<file path="config.mk">
export PLATFORM = sky130hd
export DESIGN_NAME = servo_slew_ramp_six_channel_top
export DESIGN_NICKNAME = d
export VERILOG_FILES = /design/src/hdl/ssr_pkg.sv /design/src/hdl/servo_slew_ramp_six_channel_top.sv
export SDC_FILE = /design/constraint.sdc
export NUM_CORES = 1
export LEC_CHECK = 0
export BUFFER_PORTS_ARGS = -buffer_cell sky130_fd_sc_hd__buf_2
export CAP_MARGIN = 20
export CORE_MARGIN = 5
export CORE_UTILIZATION = 55
export DETAILED_ROUTE_END_ITERATION = 12
export GPL_ROUTABILITY_DRIVEN = 0
export PLACE_DENSITY = 0.76
export SLEW_MARGIN = 15
export SYNTH_ARGS = -nofsm -noshare
export SYNTH_HDL_FRONTEND = slang
export SYNTH_SLANG_ARGS = --single-unit
</file>
<file path="constraint.sdc">
create_clock -name aclk -period 16.6 [get_ports aclk]
set_clock_uncertainty 0.2 [all_clocks]
set_input_delay 1.66 -clock aclk [delete_from_list [all_inputs] [get_ports aclk]]
set_output_delay 1.66 -clock aclk [all_outputs]
set_load 0.02 [all_outputs]
</file>
<file path="src/hdl/ssr_pkg.sv">
// Shared types, constants and goal arithmetic for the six-channel servo slew ramp.
// No dependencies; used by servo_slew_ramp_six_channel_top.
package ssr_pkg;

    localparam int unsigned NUM_CH     = 6;
    localparam int unsigned RAMPED     = 4;
    localparam int unsigned PULSE_BITS = 11;
    localparam int unsigned ANGLE_BITS = 13;
    localparam int unsigned CHAN_BITS  = 3;
    localparam int unsigned BAND_BITS  = 5;
    localparam int unsigned STEP_BITS  = 32;
    localparam int unsigned OFFS_BITS  = 48;
    localparam int unsigned CFG_BITS   = 48;
    localparam int unsigned CFG_ADDR_BITS = 3;
    localparam int unsigned OUT_BYTES  = (NUM_CH * PULSE_BITS + 7) / 8;

    // configuration register indexes
    typedef enum logic [CFG_ADDR_BITS-1:0] {
        CFG_STEP       = 3'd0,
        CFG_OFFSET     = 3'd1,
        CFG_NEAR_BAND  = 3'd2,
        CFG_CENTER     = 3'd3,
        CFG_LIMIT_LOW  = 3'd4,
        CFG_LIMIT_HIGH = 3'd5,
        CFG_GRIP_LOW   = 3'd6,
        CFG_GRIP_HIGH  = 3'd7
    } cfg_addr_t;

    // item commands
    localparam logic CMD_SET_GOAL = 1'b0;
    localparam logic CMD_TICK     = 1'b1;

    // reset values of the registers
    localparam logic [STEP_BITS-1:0]  STEP_RESET   = 32'h140D_0507;
    localparam logic [OFFS_BITS-1:0]  OFFSET_RESET = 48'h0000_CE00_14E7;
    localparam logic [BAND_BITS-1:0]  BAND_RESET   = 5'd5;
    localparam logic [PULSE_BITS-1:0] CENTER_RESET = 11'd700;
    localparam logic [PULSE_BITS-1:0] LOW_RESET    = 11'd200;
    localparam logic [PULSE_BITS-1:0] HIGH_RESET   = 11'd1200;
    localparam logic [PULSE_BITS-1:0] GLOW_RESET   = 11'd450;
    localparam logic [PULSE_BITS-1:0] GHIGH_RESET  = 11'd1000;

    // angle bias that keeps the divide-by-three operand positive; a multiple of three
    localparam int unsigned ANGLE_BIAS = 4098;
    localparam int unsigned RECIP3     = 43691;   // ceil(2^17 / 3)
    localparam int unsigned RECIP3_SH  = 17;

    typedef logic [NUM_CH-1:0][PULSE_BITS-1:0] pulse_vec_t;

    typedef struct packed {
        logic                         cmd;
        logic [CHAN_BITS-1:0]         channel;
        logic signed [ANGLE_BITS-1:0] angle;
    } item_t;

    // ramp step of a channel, zero for channels that jump
    function automatic logic [7:0] step_byte(logic [STEP_BITS-1:0] tbl, int unsigned idx);
        if (idx >= RAMPED || idx >= STEP_BITS / 8) begin
            return 8'd0;
        end
        return 8'(tbl >> (8 * idx));
    endfunction

    // signed pulse offset of a channel
    function automatic logic signed [7:0] offset_byte(logic [OFFS_BITS-1:0] tbl,
                                                      int unsigned idx);
        if (idx >= OFFS_BITS / 8) begin
            return 8'sd0;
        end
        return 8'(tbl >> (8 * idx));
    endfunction

    // floor(angle/3) + centre + offset, clamped high first then low
    function automatic logic [PULSE_BITS-1:0] goal_calc(
        logic signed [ANGLE_BITS-1:0] angle,
        logic [PULSE_BITS-1:0]        center,
        logic signed [7:0]            offs,
        logic [PULSE_BITS-1:0]        lo,
        logic [PULSE_BITS-1:0]        hi
    );
        logic [13:0]        biased;
        logic [29:0]        prod;
        logic signed [13:0] quo;
        logic signed [13:0] sum;
        biased = 14'(14'(signed'(angle)) + 14'(ANGLE_BIAS));
        prod   = 30'(biased) * 30'(RECIP3);
        quo    = 14'(prod >> RECIP3_SH) - 14'(ANGLE_BIAS / 3);
        sum    = quo + signed'({3'b000, center}) + 14'(offs);
        if (sum > signed'({3'b000, hi})) begin
            sum = signed'({3'b000, hi});
        end
        if (sum < signed'({3'b000, lo})) begin
            sum = signed'({3'b000, lo});
        end
        return sum[PULSE_BITS-1:0];
    endfunction

endpackage

</file>
<file path="src/hdl/servo_slew_ramp_six_channel_top.sv">
// Six-channel servo slew ramp: goal registers, ramp logic and stream ports.
// Depends on ssr_pkg for types, register indexes and the goal arithmetic.
//
// Usage
//   The slave stream carries commands: s_tuser is the command (set goal or tick),
//   s_tdata holds the channel and a signed angle in sixteenths of a degree.
//   A set goal updates one channel's goal pulse and returns nothing; a goal for
//   channel 6 or 7 is dropped. A tick steps channels 0..3 toward their goals
//   (by their step, or by one when close) and moves channels 4 and 5 straight
//   to their goals, then returns all six pulses as one transfer on the master side.
//   Each transfer is caught in an input register and handled from there; a tick's
//   result is registered in the pulse registers and presented straight from
//   them. One item per cycle is taken back to back, unless a tick has to wait
//   for a stalled receiver.
//   When the receiver stalls, a result waits in place; set goals keep flowing,
//   and a further tick waits in the input register until the result is taken.
//   Write registers through the cfg port only while the block is idle; the block
//   does not enforce it. Reset (aresetn low, synchronous) restores the register
//   defaults, sets every pulse to the centre and every goal to its zero-angle value.
module servo_slew_ramp_six_channel_top (
    input  logic                                  aclk,
    input  logic                                  aresetn,
    // command stream
    input  logic                                  s_tvalid,
    output logic                                  s_tready,
    input  logic [15:0]                           s_tdata,   // channel[2:0], angle[15:3]
    input  logic [0:0]                            s_tuser,   // cmd[0]
    // result stream
    output logic                                  m_tvalid,
    input  logic                                  m_tready,
    output logic [ssr_pkg::OUT_BYTES*8-1:0]       m_tdata,   // pulse_turn, pulse_big,
                                                             // pulse_medium, pulse_small,
                                                             // pulse_wrist, pulse_grip
    // configuration writes
    input  logic                                  cfg_wr_en,
    input  logic [ssr_pkg::CFG_ADDR_BITS-1:0]     cfg_addr,
    input  logic [ssr_pkg::CFG_BITS-1:0]          cfg_wr_data
);

    localparam int unsigned NCH = ssr_pkg::NUM_CH;
    localparam int unsigned PB  = ssr_pkg::PULSE_BITS;

    // configuration registers
    logic [ssr_pkg::STEP_BITS-1:0] step_reg;
    logic [ssr_pkg::OFFS_BITS-1:0] offset_reg;
    logic [ssr_pkg::BAND_BITS-1:0] band_reg;
    logic [PB-1:0]                 center_reg;
    logic [PB-1:0]                 low_reg;
    logic [PB-1:0]                 high_reg;
    logic [PB-1:0]                 glow_reg;
    logic [PB-1:0]                 ghigh_reg;

    // input stage
    logic           in_valid_reg;
    ssr_pkg::item_t in_item_reg;

    // servo state
    ssr_pkg::pulse_vec_t cur_reg;
    ssr_pkg::pulse_vec_t goal_reg;
    ssr_pkg::pulse_vec_t ramp_next;
    logic                out_valid_reg;

    logic          out_free;
    logic          adv;
    logic          adv_tick;
    logic          adv_goal;
    logic [PB-1:0] goal_new;
    logic          is_grip;

    // handshake
    assign out_free = !out_valid_reg || m_tready;
    assign adv      = in_valid_reg && ((in_item_reg.cmd == ssr_pkg::CMD_SET_GOAL) || out_free);
    assign adv_tick = adv && (in_item_reg.cmd == ssr_pkg::CMD_TICK);
    assign adv_goal = adv && (in_item_reg.cmd == ssr_pkg::CMD_SET_GOAL)
                      && (32'(in_item_reg.channel) < NCH);
    assign s_tready = !in_valid_reg || adv;

    // goal for a set-goal item
    assign is_grip  = (32'(in_item_reg.channel) == NCH - 1);
    assign goal_new = ssr_pkg::goal_calc(in_item_reg.angle, center_reg,
                          ssr_pkg::offset_byte(offset_reg, 32'(in_item_reg.channel)),
                          is_grip ? glow_reg : low_reg,
                          is_grip ? ghigh_reg : high_reg);

    // ramp each channel toward its goal
    always_comb begin
        logic [PB-1:0] cur;
        logic [PB-1:0] goal;
        logic [PB-1:0] gap;
        logic [PB-1:0] mv;
        logic [7:0]    st;
        logic [9:0]    near_lim;
        for (int unsigned i = 0; i < NCH; i++) begin
            cur      = cur_reg[i];
            goal     = goal_reg[i];
            st       = ssr_pkg::step_byte(step_reg, i);
            gap      = (goal > cur) ? (goal - cur) : (cur - goal);
            near_lim = 10'(st) + 10'(band_reg);
            mv       = (32'(gap) < 32'(near_lim)) ? PB'(1) : PB'(st);
            if (i >= ssr_pkg::RAMPED) begin
                ramp_next[i] = goal;
            end else if (cur == goal) begin
                ramp_next[i] = cur;
            end else if (goal > cur) begin
                ramp_next[i] = cur + mv;
            end else begin
                ramp_next[i] = cur - mv;
            end
        end
    end

    // registers, input stage and servo state
    always_ff @(posedge aclk) begin
        if (!aresetn) begin
            step_reg      <= ssr_pkg::STEP_RESET;
            offset_reg    <= ssr_pkg::OFFSET_RESET;
            band_reg      <= ssr_pkg::BAND_RESET;
            center_reg    <= ssr_pkg::CENTER_RESET;
            low_reg       <= ssr_pkg::LOW_RESET;
            high_reg      <= ssr_pkg::HIGH_RESET;
            glow_reg      <= ssr_pkg::GLOW_RESET;
            ghigh_reg     <= ssr_pkg::GHIGH_RESET;
            in_valid_reg  <= 1'b0;
            out_valid_reg <= 1'b0;
            for (int unsigned i = 0; i < NCH; i++) begin
                cur_reg[i]  <= ssr_pkg::CENTER_RESET;
                goal_reg[i] <= ssr_pkg::goal_calc('0, ssr_pkg::CENTER_RESET,
                                   ssr_pkg::offset_byte(ssr_pkg::OFFSET_RESET, i),
                                   (i == NCH - 1) ? ssr_pkg::GLOW_RESET : ssr_pkg::LOW_RESET,
                                   (i == NCH - 1) ? ssr_pkg::GHIGH_RESET : ssr_pkg::HIGH_RESET);
            end
        end else begin
            // register writes
            if (cfg_wr_en) begin
                unique case (ssr_pkg::cfg_addr_t'(cfg_addr))
                    ssr_pkg::CFG_STEP:       step_reg   <= cfg_wr_data[ssr_pkg::STEP_BITS-1:0];
                    ssr_pkg::CFG_OFFSET:     offset_reg <= cfg_wr_data[ssr_pkg::OFFS_BITS-1:0];
                    ssr_pkg::CFG_NEAR_BAND:  band_reg   <= cfg_wr_data[ssr_pkg::BAND_BITS-1:0];
                    ssr_pkg::CFG_CENTER:     center_reg <= cfg_wr_data[PB-1:0];
                    ssr_pkg::CFG_LIMIT_LOW:  low_reg    <= cfg_wr_data[PB-1:0];
                    ssr_pkg::CFG_LIMIT_HIGH: high_reg   <= cfg_wr_data[PB-1:0];
                    ssr_pkg::CFG_GRIP_LOW:   glow_reg   <= cfg_wr_data[PB-1:0];
                    ssr_pkg::CFG_GRIP_HIGH:  ghigh_reg  <= cfg_wr_data[PB-1:0];
                    default:                 step_reg   <= step_reg;
                endcase
            end
            // input stage
            if (s_tready) begin
                in_valid_reg <= s_tvalid;
            end
            // set goal
            if (adv_goal) begin
                goal_reg[in_item_reg.channel] <= goal_new;
            end
            // tick: step the pulses and present them
            if (adv_tick) begin
                cur_reg       <= ramp_next;
                out_valid_reg <= 1'b1;
            end else if (m_tready) begin
                out_valid_reg <= 1'b0;
            end
        end
    end

    // input payload capture
    always_ff @(posedge aclk) begin
        if (s_tvalid && s_tready) begin
            in_item_reg.cmd     <= s_tuser[0];
            in_item_reg.channel <= s_tdata[ssr_pkg::CHAN_BITS-1:0];
            in_item_reg.angle   <= s_tdata[ssr_pkg::CHAN_BITS +: ssr_pkg::ANGLE_BITS];
        end
    end

    // result stream
    assign m_tvalid = out_valid_reg;
    assign m_tdata  = {(ssr_pkg::OUT_BYTES*8 - NCH*PB)'(0), cur_reg};

`ifndef ASSERT_OFF
    // a result only ever follows a tick
    a_out_after_tick: assert property (@(posedge aclk) disable iff (!aresetn)
        $rose(m_tvalid) |-> $past(adv_tick))
        else $error("result raised without a tick");

    // a set goal never moves the pulses
    a_goal_keeps_pulse: assert property (@(posedge aclk) disable iff (!aresetn)
        (adv && !adv_tick) |=> $stable(cur_reg))
        else $error("set goal changed a pulse");

    // the last channel lands on its goal at every tick
    a_jump_channel: assert property (@(posedge aclk) disable iff (!aresetn)
        adv_tick |=> (cur_reg[NCH-1] == $past(goal_reg[NCH-1])))
        else $error("jump channel missed its goal");
`endif

endmodule

</file>
==> reports/qor.csv <==
metric,value,unit
status,"complete, no violations",
die-area,47600,µm²
grt_overflow,0,
vias,21000,
cp-end-kind,register,
slowest_delay,0.58,ns
crit_path_frequent_cell,ha_1,
cts.path.max_buffers,3,
setup_violations,0,
dpl.hpwl,50.3,mm
hp-start,m_tdata[45],
die-height,218,µm
nets,3487,
initial_utilization,55.5,%
cts_tree,yes,
cp_slowest_cell,mux2i_1,
fin_setup_tns,0,ns
drt_iter0_drc,1818,
fin_crit_sh,84.6,%
ctsHoldBuffers,0,
tightest_slew,1.10,ns
async_reset_ff_share,0,%
synth-seq-cells,291,
syn_to_final_growth,9.40,%
seqCellArea,6000,µm²
antennaDiodeCount,0,
rr_worst_depth,59,
ios,147,
postCtsSetupBuffers,0,
clock.fmax,0.0712,GHz
hold_viol,0,
multi_input_area,16200,µm²
first_pass_iters,6,
max_cap_violations,0,
min_path_type,register to register,
row_count,76,
cp_data_required_time,16.78,ns
ys_seq_area_share,25.1,%
grt_max_degree,120,
ys.flop_type,dfxtp_1,
synthDistinctLibCells,80,
path_clk_slew,0.07,ns
core_area,43000,µm²
min_to,m_tdata[45],
layout_common_cells,"nand2_1 (526), ha_1 (320), inv_1 (286)",
syn_area_per_cell,8.07,µm²
crit_fanout,23,
cts-resized-gates,0,
antenna_found_initial,1,
r2r_end,goal_reg[46],
drt.antenna.violating_nets,0,
port-buffer-count,140,
cts_buffers,34,
insertion_delay,0.56,ns
r2r-start,in_item_reg[1],
drt-total-wl,65.1,mm
ys_warn_count,0,
period_minus_slack,14.05,ns
synth_enable_flop_cells,17,
fp.dieW,218,µm
drive_gt1_share,8.60,%
crit_arrival,14.22,ns
syn_area,23800,µm²
netlist_instances,2955,
cts_root_buffer,clkbuf_16,
grt_pass1_vias,20100,
cts_sinks,291,
fillers,3744,
rsz0062_at_grt,no,
grt_pass1_wl,104,mm
wire_per_inst,18.0,µm
layout_commonest_cell,nand2_1,
worstSetupStartpointType,register,
reg2reg_slack,2.55,ns
htree_levels,2,
grt_util_all_layers,26.5,%
drc_errors,0,
worstHoldPathCells,2,
slew_headroom,26.3,%
crit_type,register to register,
drv_slew,0,
vias_per_cell,5.81,
## worst max path at each step
| stage | start | end | slack [ns] | cells after the start |
|---|---|---|---|---|
| 2_1_floorplan | in_item_reg[1] | goal_reg[24] | 4.23 | 59 |
| 3_3_place_gp | in_item_reg[1] | goal_reg[24] | 3.40 | 56 |
| 3_5_place_dp | in_item_reg[1] | goal_reg[46] | 2.78 | 57 |
| 4_1_cts | in_item_reg[1] | goal_reg[46] | 2.71 | 59 |
| 5_1_grt | in_item_reg[1] | goal_reg[24] | 1.55 | 59 |
| 6_report | in_item_reg[1] | goal_reg[46] | 2.55 | 59 |
## worst max-delay path, delay by kind of cell, from the launching register on
family	cells	cell delay, ns
AO/OA/AOI/OAI	15	3.17
XOR/XNOR	3	0.60
adder cells (fa/ha/maj)	13	4.59
buffers and inverters	8	0.67
flip-flops	1	0.50
multiplexers	3	1.14
AND/OR/NAND/NOR	17	2.98
## layer usage
metal / GRT usage, % / wire length [µm]
met4: 7.56 / 1930
met1: 36.1 / 28000
met5: 0 / 13
met3: 4.25 / 5070
met2: 43.9 / 30100
## cell families (layout without fill, tap and decap cells)
logic type	count (synthesis)	in the layout	share of synthesized area (%)
DFF	291	291	25.1
xor gates and xnor gates	119	119	4.37
AOI/OAI and AO/OA	680	680	18.4
buffers and inverters	432	508	7.08
and+or+nand+nor	956	956	18.0
adders and majority gates	403	403	23.8
other	1	6	0.0157
muxes	73	73	3.20
## synth_stat cells (4+ instances only)
cell type | instances | area [µm²]
a21oi_1 | 155 | 776
o211ai_1 | 57 | 428
o41ai_1 | 5 | 43.8
buf_1 | 15 | 56.3
a21boi_0 | 111 | 833
o2111ai_1 | 4 | 35.0
mux2i_1 | 56 | 561
o311ai_0 | 9 | 78.8
o21bai_1 | 12 | 90.1
or4_1 | 5 | 37.5
inv_1 | 286 | 1070
o21a_1 | 19 | 143
ha_1 | 320 | 4000
clkbuf_1 | 107 | 402
nand2_1 | 526 | 1970
xor2_1 | 47 | 412
nor3_1 | 21 | 105
nand2b_1 | 47 | 294
nor2_1 | 112 | 420
buf_2 | 7 | 35.0
nor4_1 | 9 | 56.3
a21o_1 | 55 | 413
a22oi_1 | 7 | 52.6
fa_1 | 83 | 1660
nor3b_1 | 7 | 52.6
a221oi_1 | 5 | 43.8
nand3_1 | 99 | 495
mux2_2 | 16 | 180
and3_1 | 17 | 106
or3_1 | 20 | 125
dfxtp_1 | 274 | 5490
buf_4 | 12 | 90.1
a211oi_1 | 8 | 60.1
nor2b_1 | 40 | 250
o31a_1 | 5 | 43.8
and2_1 | 23 | 144
edfxtp_1 | 17 | 510
o21ai_0 | 161 | 806
xnor2_1 | 72 | 631
o22ai_1 | 5 | 31.3
clkbuf_2 | 4 | 20.0
a31oi_1 | 23 | 144
nand4_1 | 16 | 100
## final cells by class
class	count	share of cell area (%)
Clock buffer	47	3.91
Clock inverter	14	0.638
Inverter	286	4.12
Multi-Input combinational cell	2237	62.2
Sequential cell	291	23.0
Tap cell	585	2.81
Timing Repair Buffer	161	3.37
## metrics by stage
| step | setup WS [ns] | hold slack, ns | utilization, % | instances | cell area [µm²] |
|---|---|---|---|---|---|
| floorplan | 4.23 | 0.235 | - | 2960 | 23900 |
| global placement | 3.40 | 0.244 | 57.8 | 3558 | 24900 |
| detailed placement | 2.78 | 0.255 | 57.8 | 3558 | 24900 |
| CTS | 2.71 | 0.268 | 60.6 | 3619 | 26000 |
| global route | 1.55 | 0.291 | 60.7 | 3621 | 26100 |
| finish | 2.55 | 0.263 | 60.7 | 3621 | 26100 |
Power is left out: the tool's default activity adds up to more than one toggle a clock period on the data nets, which glitch-free logic cannot reach.
